==> config.mk <==
export PLATFORM = sky130hd
export DESIGN_NAME = julia_escape_time_pixel
export DESIGN_NICKNAME = d
export VERILOG_FILES = /design/src/rtl/core/jte_pkg.sv /design/src/rtl/core/julia_escape_time_pixel.sv /design/src/rtl/core/jte_mul.sv /design/src/rtl/core/jte_div.sv
export SDC_FILE = /design/constraint.sdc
export NUM_CORES = 2
export LEC_CHECK = 0
export ABC_AREA = 0
export BUFFER_PORTS_ARGS = -buffer_cell sky130_fd_sc_hd__buf_2
export CORE_MARGIN = 5
export CORE_UTILIZATION = 60
export DETAILED_ROUTE_END_ITERATION = 16
export PLACE_DENSITY = 0.76
export SLEW_MARGIN = 5
export SYNTH_ARGS = -nofsm -noshare
export SYNTH_HDL_FRONTEND = slang
export SYNTH_SLANG_ARGS = --single-unit
export TNS_END_PERCENT = 10
==> constraint.sdc <==
create_clock -name clk -period 20.1 [get_ports clk]
set_input_delay 6.03 -clock clk [delete_from_list [all_inputs] [get_ports clk]]
set_output_delay 6.03 -clock clk [all_outputs]
set_load 0.01 [all_outputs]
==> src/rtl/core/jte_pkg.sv <==
// ============================================================================
// jte_pkg: shared types and constants for the Julia escape-time pixel block
// Holds the payload word types, register indexes, reset values, fixed-point
// widths and the saturation helper used by the datapath.
// ============================================================================
package jte_pkg;

    // Field and datapath widths.
    localparam int COORD_W  = 12;
    localparam int FX_W     = 32;
    localparam int RAD_W    = 31;
    localparam int DIM_W    = 13;
    localparam int PROD_W   = 64;
    localparam int ITER_OUT_W = 5;
    localparam int COLOR_W  = 8;

    // Q4.28 fixed point.
    localparam int FRAC_BITS = 28;

    // Scaling numerator is coord * 2 * R.
    localparam int NUM_W = COORD_W + 1 + RAD_W;

    // Divider: two quotient bits per clock.
    localparam int DIV_BITS_PER_STEP = 2;
    localparam int DIV_STEPS = (NUM_W + DIV_BITS_PER_STEP - 1) / DIV_BITS_PER_STEP;
    localparam int DIV_CNT_W = $clog2(DIV_STEPS + 1);

    // Wide signed width used ahead of saturation to 32 bits.
    localparam int SAT_W = NUM_W + 2;

    // Colour scale factors.
    localparam int RG_SCALE = 5;
    localparam int B_SCALE  = 3;

    // Configuration register indexes.
    localparam int CFG_IDX_W = 3;
    localparam logic [CFG_IDX_W-1:0] CFG_ESCAPE_RADIUS = 3'd0;
    localparam logic [CFG_IDX_W-1:0] CFG_CONST_REAL    = 3'd1;
    localparam logic [CFG_IDX_W-1:0] CFG_CONST_IMAG    = 3'd2;
    localparam logic [CFG_IDX_W-1:0] CFG_FRAME_WIDTH   = 3'd3;
    localparam logic [CFG_IDX_W-1:0] CFG_FRAME_HEIGHT  = 3'd4;

    // Reset values of the configuration registers.
    localparam logic [RAD_W-1:0]        RADIUS_RST = 31'd536870912;
    localparam logic signed [FX_W-1:0]  CREAL_RST  = -32'sd187904819;
    localparam logic signed [FX_W-1:0]  CIMAG_RST  = 32'sd72517838;
    localparam logic [DIM_W-1:0]        FWIDTH_RST  = 13'd1920;
    localparam logic [DIM_W-1:0]        FHEIGHT_RST = 13'd1080;

    localparam logic signed [SAT_W-1:0] SAT_HI = SAT_W'(64'sh0000_0000_7FFF_FFFF);
    localparam logic signed [SAT_W-1:0] SAT_LO = SAT_W'(-64'sh0000_0000_8000_0000);

    typedef struct packed {
        logic [COORD_W-1:0] pixel_x;
        logic [COORD_W-1:0] pixel_y;
    } pixel_t;

    typedef struct packed {
        logic [ITER_OUT_W-1:0] iter_count;
        logic                  escaped;
        logic [COLOR_W-1:0]    red;
        logic [COLOR_W-1:0]    green;
        logic [COLOR_W-1:0]    blue;
    } result_t;

    // Clamp a wide signed value to the signed 32-bit range.
    function automatic logic signed [FX_W-1:0] sat32(input logic signed [SAT_W-1:0] v);
        logic signed [FX_W-1:0] r;
        if (v > SAT_HI)
        begin
            r = SAT_HI[FX_W-1:0];
        end
        else if (v < SAT_LO)
        begin
            r = SAT_LO[FX_W-1:0];
        end
        else
        begin
            r = v[FX_W-1:0];
        end
        return r;
    endfunction

endpackage

==> src/rtl/core/julia_escape_time_pixel.sv <==
// ============================================================================
// julia_escape_time_pixel: Julia-set escape-time evaluator for one pixel
// Maps a pixel to the complex plane, iterates z = z^2 + c in Q4.28 fixed
// point and returns the escape index, an escaped flag and a colour scaled from the index.
// ============================================================================
// A pixel word is taken when start is high and busy is low; busy then stays
// high until the result is out. Setup runs two divisions for the coordinate
// scaling, the multiplier setup and the first three products; each iteration
// then puts three products through the single shared multiplier. The result
// word is shown for exactly one cycle with done high, the first cycle after
// busy falls, and cannot be held off, so the receiver must take it in that
// cycle.
module julia_escape_time_pixel
    import jte_pkg::*;
#(
    parameter int MAX_ITER = 20
)
(
    input  logic                 clk,
    input  logic                 rst_n,
    input  logic                 start,
    input  pixel_t               pixel,
    output logic                 busy,
    output logic                 done,
    output result_t              result,
    input  logic                 cfg_we,
    input  logic [CFG_IDX_W-1:0] cfg_index,
    input  logic [FX_W-1:0]      cfg_data
);

    localparam int ITER_W = $clog2(MAX_ITER + 1);

    typedef enum logic [14:0] {
        ST_IDLE = 15'b000000000000001,
        ST_MX   = 15'b000000000000010,
        ST_MY   = 15'b000000000000100,
        ST_R2   = 15'b000000000001000,
        ST_CR2  = 15'b000000000010000,
        ST_WX   = 15'b000000000100000,
        ST_DY   = 15'b000000001000000,
        ST_WY   = 15'b000000010000000,
        ST_RR   = 15'b000000100000000,
        ST_II   = 15'b000001000000000,
        ST_RI   = 15'b000010000000000,
        ST_NEW  = 15'b000100000000000,
        ST_NR   = 15'b001000000000000,
        ST_NI   = 15'b010000000000000,
        ST_CHK  = 15'b100000000000000
    } state_t;

    state_t state_reg;
    state_t state_next;

    // Configuration registers.
    logic [RAD_W-1:0]       radius_reg;
    logic signed [FX_W-1:0] creal_reg;
    logic signed [FX_W-1:0] cimag_reg;
    logic [DIM_W-1:0]       fwidth_reg;
    logic [DIM_W-1:0]       fheight_reg;

    // Datapath registers.
    logic [COORD_W-1:0]       px_reg;
    logic [COORD_W-1:0]       py_reg;
    logic [NUM_W-1:0]         numy_reg;
    logic [PROD_W-1:0]        r2_reg;
    logic signed [FX_W-1:0]   zr_reg;
    logic signed [FX_W-1:0]   zi_reg;
    logic signed [PROD_W-1:0] rr_reg;
    logic signed [PROD_W-1:0] d_reg;
    logic [ITER_W-1:0]        iter_reg;
    logic                     done_reg;
    result_t                  result_reg;

    // Shared units.
    logic signed [FX_W-1:0]   mul_a;
    logic signed [FX_W-1:0]   mul_b;
    logic signed [PROD_W-1:0] prod;
    logic                     div_start;
    logic [NUM_W-1:0]         div_num;
    logic [DIM_W-1:0]         div_den;
    logic                     div_done;
    logic [NUM_W-1:0]         div_q;

    logic [FX_W-1:0]          radius_op;
    logic [NUM_W-1:0]         prod_num;
    logic signed [FX_W-1:0]   z0_next;
    logic signed [FX_W-1:0]   zr_next;
    logic signed [FX_W-1:0]   zi_next;
    logic [PROD_W-1:0]        mag;
    logic                     esc_hit;
    logic                     last_iter;
    logic [ITER_W-1:0]        count_v;
    logic [15:0]              count_w;
    logic [15:0]              rg_w;
    logic [15:0]              b_w;

    jte_mul u_mul (
        .clk     (clk),
        .op_a    (mul_a),
        .op_b    (mul_b),
        .product (prod)
    );

    jte_div u_div (
        .clk      (clk),
        .rst_n    (rst_n),
        .start    (div_start),
        .dividend (div_num),
        .divisor  (div_den),
        .done     (div_done),
        .quotient (div_q)
    );

    assign radius_op = {1'b0, radius_reg};
    assign prod_num  = {prod[NUM_W-2:0], 1'b0};

    // Multiplier operand selection per sequencer step.
    always_comb
    begin
        case (state_reg)
            ST_MX:
            begin
                mul_a = signed'(FX_W'(px_reg));
                mul_b = signed'(radius_op);
            end
            ST_MY:
            begin
                mul_a = signed'(FX_W'(py_reg));
                mul_b = signed'(radius_op);
            end
            ST_R2:
            begin
                mul_a = signed'(radius_op);
                mul_b = signed'(radius_op);
            end
            ST_RR, ST_NR:
            begin
                mul_a = zr_reg;
                mul_b = zr_reg;
            end
            ST_II, ST_NI:
            begin
                mul_a = zi_reg;
                mul_b = zi_reg;
            end
            ST_RI, ST_CHK:
            begin
                mul_a = zr_reg;
                mul_b = zi_reg;
            end
            default:
            begin
                mul_a = '0;
                mul_b = '0;
            end
        endcase
    end

    // The x division starts as soon as its numerator leaves the multiplier.
    always_comb
    begin
        div_start = 1'b0;
        div_num   = prod_num;
        div_den   = (fwidth_reg == '0) ? DIM_W'(1) : fwidth_reg;
        if (state_reg == ST_MY)
        begin
            div_start = 1'b1;
        end
        else if (state_reg == ST_DY)
        begin
            div_start = 1'b1;
            div_num   = numy_reg;
            div_den   = (fheight_reg == '0) ? DIM_W'(1) : fheight_reg;
        end
    end

    // Start value: quotient minus R; it can only overflow upward.
    assign z0_next = sat32(signed'({2'b00, div_q}) - signed'(SAT_W'(radius_reg)));

    // Arithmetic shifts give the floor of the scaled products.
    assign zr_next = sat32(SAT_W'(d_reg >>> FRAC_BITS) + SAT_W'(creal_reg));
    assign zi_next = sat32(SAT_W'(prod >>> (FRAC_BITS - 1)) + SAT_W'(cimag_reg));

    // Both squares are non-negative, so the sum fits unsigned 64 bits.
    assign mag       = unsigned'(rr_reg) + unsigned'(prod);
    assign esc_hit   = mag > r2_reg;
    assign last_iter = iter_reg == ITER_W'(MAX_ITER - 1);

    assign count_v = esc_hit ? iter_reg : ITER_W'(MAX_ITER);
    assign count_w = 16'(count_v);
    assign rg_w    = count_w * 16'(RG_SCALE);
    assign b_w     = count_w * 16'(B_SCALE);

    always_comb
    begin
        state_next = state_reg;
        case (state_reg)
            ST_IDLE:
            begin
                if (start)
                begin
                    state_next = ST_MX;
                end
            end
            ST_MX:  state_next = ST_MY;
            ST_MY:  state_next = ST_R2;
            ST_R2:  state_next = ST_CR2;
            ST_CR2: state_next = ST_WX;
            ST_WX:
            begin
                if (div_done)
                begin
                    state_next = ST_DY;
                end
            end
            ST_DY:  state_next = ST_WY;
            ST_WY:
            begin
                if (div_done)
                begin
                    state_next = ST_RR;
                end
            end
            ST_RR:  state_next = ST_II;
            ST_II:  state_next = ST_RI;
            ST_RI:  state_next = ST_NEW;
            ST_NEW: state_next = ST_NR;
            ST_NR:  state_next = ST_NI;
            ST_NI:  state_next = ST_CHK;
            ST_CHK:
            begin
                if (esc_hit || last_iter)
                begin
                    state_next = ST_IDLE;
                end
                else
                begin
                    state_next = ST_NEW;
                end
            end
            default: state_next = ST_IDLE;
        endcase
    end

    always_ff @(posedge clk or negedge rst_n)
    begin
        if (!rst_n)
        begin
            state_reg   <= ST_IDLE;
            iter_reg    <= '0;
            done_reg    <= 1'b0;
            radius_reg  <= RADIUS_RST;
            creal_reg   <= CREAL_RST;
            cimag_reg   <= CIMAG_RST;
            fwidth_reg  <= FWIDTH_RST;
            fheight_reg <= FHEIGHT_RST;
        end
        else
        begin
            state_reg <= state_next;
            done_reg  <= (state_reg == ST_CHK) && (esc_hit || last_iter);
            if (state_reg == ST_IDLE)
            begin
                iter_reg <= '0;
            end
            else if ((state_reg == ST_CHK) && !esc_hit && !last_iter)
            begin
                iter_reg <= iter_reg + 1'b1;
            end
            if (cfg_we)
            begin
                case (cfg_index)
                    CFG_ESCAPE_RADIUS: radius_reg  <= cfg_data[RAD_W-1:0];
                    CFG_CONST_REAL:    creal_reg   <= signed'(cfg_data);
                    CFG_CONST_IMAG:    cimag_reg   <= signed'(cfg_data);
                    CFG_FRAME_WIDTH:   fwidth_reg  <= cfg_data[DIM_W-1:0];
                    CFG_FRAME_HEIGHT:  fheight_reg <= cfg_data[DIM_W-1:0];
                    default: ;
                endcase
            end
        end
    end

    // Datapath captures, selected by sequencer step.
    always_ff @(posedge clk)
    begin
        case (state_reg)
            ST_IDLE:
            begin
                if (start)
                begin
                    px_reg <= pixel.pixel_x;
                    py_reg <= pixel.pixel_y;
                end
            end
            ST_R2:  numy_reg <= prod_num;
            ST_CR2: r2_reg   <= unsigned'(prod);
            ST_WX:
            begin
                if (div_done)
                begin
                    zr_reg <= z0_next;
                end
            end
            ST_WY:
            begin
                if (div_done)
                begin
                    zi_reg <= z0_next;
                end
            end
            ST_II, ST_NI: rr_reg <= prod;
            ST_RI:  d_reg <= rr_reg - prod;
            ST_NEW:
            begin
                zr_reg <= zr_next;
                zi_reg <= zi_next;
            end
            ST_CHK:
            begin
                d_reg <= rr_reg - prod;
                if (esc_hit || last_iter)
                begin
                    result_reg.iter_count <= count_w[ITER_OUT_W-1:0];
                    result_reg.escaped    <= esc_hit;
                    result_reg.red        <= rg_w[COLOR_W-1:0];
                    result_reg.green      <= rg_w[COLOR_W-1:0];
                    result_reg.blue       <= b_w[COLOR_W-1:0];
                end
            end
            default: ;
        endcase
    end

    assign busy   = state_reg != ST_IDLE;
    assign done   = done_reg;
    assign result = result_reg;

endmodule

==> src/rtl/core/jte_mul.sv <==
// ============================================================================
// jte_mul: shared signed multiplier
// One 32 x 32 signed multiply per clock; the full 64-bit product is
// registered and appears the cycle after the operands.
// ============================================================================
module jte_mul
    import jte_pkg::*;
(
    input  logic                     clk,
    input  logic signed [FX_W-1:0]   op_a,
    input  logic signed [FX_W-1:0]   op_b,
    output logic signed [PROD_W-1:0] product
);

    logic signed [PROD_W-1:0] product_reg;

    always_ff @(posedge clk)
    begin
        product_reg <= op_a * op_b;
    end

    assign product = product_reg;

endmodule

==> src/rtl/core/jte_div.sv <==
// ============================================================================
// jte_div: iterative unsigned divider for coordinate scaling
// Restoring division, two quotient bits per clock. A start loads the
// operands; done pulses for one cycle when the quotient is final.
// ============================================================================
module jte_div
    import jte_pkg::*;
(
    input  logic             clk,
    input  logic             rst_n,
    input  logic             start,
    input  logic [NUM_W-1:0] dividend,
    input  logic [DIM_W-1:0] divisor,
    output logic             done,
    output logic [NUM_W-1:0] quotient
);

    logic [NUM_W-1:0]     quo_reg;
    logic [NUM_W-1:0]     quo_next;
    logic [DIM_W-1:0]     rem_reg;
    logic [DIM_W-1:0]     rem_next;
    logic [DIM_W-1:0]     dvs_reg;
    logic [DIV_CNT_W-1:0] cnt_reg;
    logic                 done_reg;
    logic [DIM_W:0]       trial;
    logic                 qbit;

    // The remainder stays below the divisor, so it always fits DIM_W bits.
    always_comb
    begin
        rem_next = rem_reg;
        quo_next = quo_reg;
        trial    = '0;
        qbit     = 1'b0;
        for (int k = 0; k < DIV_BITS_PER_STEP; k++)
        begin
            trial = {rem_next, quo_next[NUM_W-1]};
            if (trial >= {1'b0, dvs_reg})
            begin
                trial = trial - {1'b0, dvs_reg};
                qbit  = 1'b1;
            end
            else
            begin
                qbit = 1'b0;
            end
            rem_next = trial[DIM_W-1:0];
            quo_next = {quo_next[NUM_W-2:0], qbit};
        end
    end

    always_ff @(posedge clk or negedge rst_n)
    begin
        if (!rst_n)
        begin
            cnt_reg  <= '0;
            done_reg <= 1'b0;
        end
        else
        begin
            done_reg <= !start && (cnt_reg == DIV_CNT_W'(1));
            if (start)
            begin
                cnt_reg <= DIV_CNT_W'(DIV_STEPS);
            end
            else if (cnt_reg != '0)
            begin
                cnt_reg <= cnt_reg - 1'b1;
            end
        end
    end

    always_ff @(posedge clk)
    begin
        if (start)
        begin
            quo_reg <= dividend;
            rem_reg <= '0;
            dvs_reg <= divisor;
        end
        else if (cnt_reg != '0)
        begin
            quo_reg <= quo_next;
            rem_reg <= rem_next;
        end
    end

    assign done     = done_reg;
    assign quotient = quo_reg;

endmodule

==> reports/metrics.csv <==
metric;value;unit
buffers inserted by post-CTS timing repair;0;
# nets final;9201;
count leader, synth;sky130_fd_sc_hd__inv_1;
Detailed Routing Iterations Pass 1;10;
CTS HTree Levels;2;
Post-Synthesis Cells;7592;
relative area change from synthesis to final layout;5.86;%
maximum clock frequency;83.8;MHz
GRT Total Usage;0.366;
class of the tightest hold or removal check;reg -> reg;
count of unresolved DRC violations after routing;0;
Max Cap Violations;0;
number of max-slew violations in the final report;0;
footprint of the flip-flops and latches;16400;µm²
GRT overflow;0;
top post-synthesis cells by area;sky130_fd_sc_hd__fa_1, sky130_fd_sc_hd__edfxtp_1, sky130_fd_sc_hd__ha_1;
CP arrival;12.52;ns
clock period minus final worst setup slack;11.93;ns
final setup fails;0;
crit path launch type;flop;
worst reg2reg path startpoint;state_reg[2];
share of cell area taken by muxes after synthesis;0.0199;
unrepaired setup endpoints after global routing;false;
starting density of the core;0.602;
highest-delay cell along the critical path;sky130_fd_sc_hd__fa_1;
Required @ worst endpoint;20.68;ns
share of synthesized area occupied by flip-flops and latches;0.228;
pin count of the biggest net entering global routing;87;
Final Instance Count excl. Fillers;9194;
Clk Tree Root Cell;sky130_fd_sc_hd__clkbuf_16;
final weighted congestion of routability-driven global placement;1.02;
Die Footprint;127000;µm²
cell type with the highest aggregate area in the netlist;sky130_fd_sc_hd__fa_1;
placed standard-cell area;74100;µm²
clock tree from TritonCTS;done;
clock sink total;595;
share of the cycle needed by the critical path after routing;0.594;
clock skew;0.0278;ns
most numerous cell types in the synthesized netlist;sky130_fd_sc_hd__inv_1, sky130_fd_sc_hd__fa_1, sky130_fd_sc_hd__nand2_1;
highest cell delay on the worst timing path;1.18;ns
Yosys top cell area share;0.303;
post-detailed-route count of antenna-violating nets;0;
slew of the pin with the lowest slew margin;1.23;ns
footprint of the multi-input gates;49600;µm²
unique cell type count in the Yosys netlist;87;
Post-Layout Inst Area;76300;µm²
# fillers;9855;
flip-flop cell with the highest count after synthesis;sky130_fd_sc_hd__edfxtp_1;
number of antenna violations at the first check in global routing;13;
maximum vdd drop;0.0000768;V
largest family of logic cells by synthesized area;adder cells;
netlist area before placement;72000;µm²
relative max-transition margin;0.160;
adder-cell share of the synthesized area;0.393;
Max FO, Critical Path;38;
number of hold buffers added after cts;0;
Reg-to-Reg End;u_mul.product[63];
hold endpoint;u_div.rem_reg[12];
Final HPWL DP;181000;µm
clock insertion delay at the later pin of the skew report;0.66;ns
Hold Slack;0.501;ns
static leakage;34.7;nW
total core area;120000;µm²
worst-case setup margin in the final layout;8.17;ns
Die Span X;357;µm
final core area utilization;0.637;
fraction of layout cells with a size suffix above 1;0.0711;
Yosys Warn Count;0;
Starting DRT DRC Count;5801;
CTS-repair resized insts;0;
Post-Synthesis Mean Instance Area;9.49;µm²
setup slack, reg-to-reg;8.17;ns
Mapped Nets;9265;
input/output buffers;93;
cell repeated most along the worst path;sky130_fd_sc_hd__fa_1;
Crit. End Element;flop;
hold path start;u_div.rem_reg[12];
Final Hold Fails;0;
number of global-route vias before repair;57900;
Simple-Gate Fraction of Synth Area;0.130;
setup TNS;0;ns
area share of xor/xnor cells in the synthesized design;0.0338;
hold path cells;2;
placed cell count;9079;
result of the run;finished, final reports clean;
number of synthesized flops with an enable pin;370;
total power of the final layout;5.53;mW
type of the worst setup path;reg -> reg;
vertical die dimension;357;µm
TritonCTS buffer count;59;
number of cells on the worst reg-to-reg path;34;
pre-CTS setup slack;8.21;ns
pwr dens;72.5;nW/µm²
cell row count;127;
FFs w/ async S/R, synth;0.249;
routed wire length;231000;µm
compound-gate portion of the synthesized area;0.110;
via/cell ratio;6.17;
clock-pin transition on the worst setup and hold timing paths;0.06;ns
vias;56700;
number of flip-flops and latches in the synthesized netlist;595;
IO Pins;95;
Clock Tree Buf Depth;3;
wire length of the first global-routing pass;351000;µm
wire length per cell after detailed routing;25.1;µm
==> worst max-delay path: cells and delay by family, from the launching register on <==
family                     cells  cell delay (ns)
adders and majority gates      9             5.48
and+or+nand+nor               12             2.66
AOI/OAI and AO/OA              7             1.69
buffers and inverters          5             1.38
DFF                            1             0.45
xor gates and xnor gates       1             0.13
==> kinds of logic (layout without fill, tap and decap cells) <==
group | after synthesis | count (layout)
AND/OR/NAND/NOR | 2183 | 2183
buffers and inverters | 1611 | 1598
adder cells (fa/ha/maj) | 1610 | 1610
AO/OA/AOI/OAI | 1185 | 1185
flip-flops | 595 | 595
XOR/XNOR | 278 | 278
multiplexers | 129 | 129
other | 1 | 4
==> power breakdown <==
group,switching (mW),internal (mW),total (mW)
clock,0.524,0.699,1.22
combinational,1.66,0.925,2.58
sequential,0.208,1.52,1.73
==> how the worst max path moves through the flow <==
stage                              endpoint    startpoint  slack, ns
final                     u_mul.product[63]  state_reg[2]       8.17
after global routing      u_mul.product[58]  state_reg[2]       7.55
after CTS                 u_mul.product[63]  state_reg[2]       8.17
after detailed placement  u_mul.product[63]  state_reg[2]       8.21
after global placement    u_mul.product[63]  state_reg[2]       8.40
after floorplan           u_mul.product[63]  state_reg[2]       8.31
==> routing by layer <==
layer  global-route usage  part of all wire
met1                0.499              0.39
met2                0.557              0.44
met3               0.0966              0.12
met4                0.159             0.055
met5                    0           0.00013
==> layout make-up <==
cell class / count / area share
Antenna cell: 3 / 0.0000984
Timing Repair Buffer: 207 / 0.0174
Sequential cell: 595 / 0.215
Inverter: 1279 / 0.0630
Clock buffer: 75 / 0.0219
Clock inverter: 37 / 0.00584
Tap cell: 1612 / 0.0264
Multi-Input combinational cell: 5386 / 0.650
==> cells in the final DEF, fill, tap and decap left out, drive strengths merged, types with 31 or more instances in the layout <==
master | netlist | layout
and2 | 65 | 65
a21o | 133 | 133
dfxtp | 77 | 77
dfstp | 39 | 39
fa | 1090 | 1090
nand2b | 37 | 37
o21bai | 54 | 54
o211ai | 31 | 31
dfrtp | 109 | 109
nand4 | 50 | 50
xnor2 | 207 | 207
clkbuf | 285 | 75
nor2b | 44 | 44
nand3 | 76 | 76
nor4 | 33 | 33
a22oi | 92 | 92
nand2 | 1073 | 1073
edfxtp | 370 | 370
nor2 | 602 | 602
inv | 1279 | 1291
o21a | 32 | 32
mux2 | 116 | 116
xor2 | 71 | 71
buf | 47 | 207
a211oi | 48 | 48
o21ai | 189 | 189
nor3 | 67 | 67
and3 | 40 | 40
ha | 520 | 520
a21oi | 346 | 346
No activity file was read; power rests on OpenSTA's default activity.
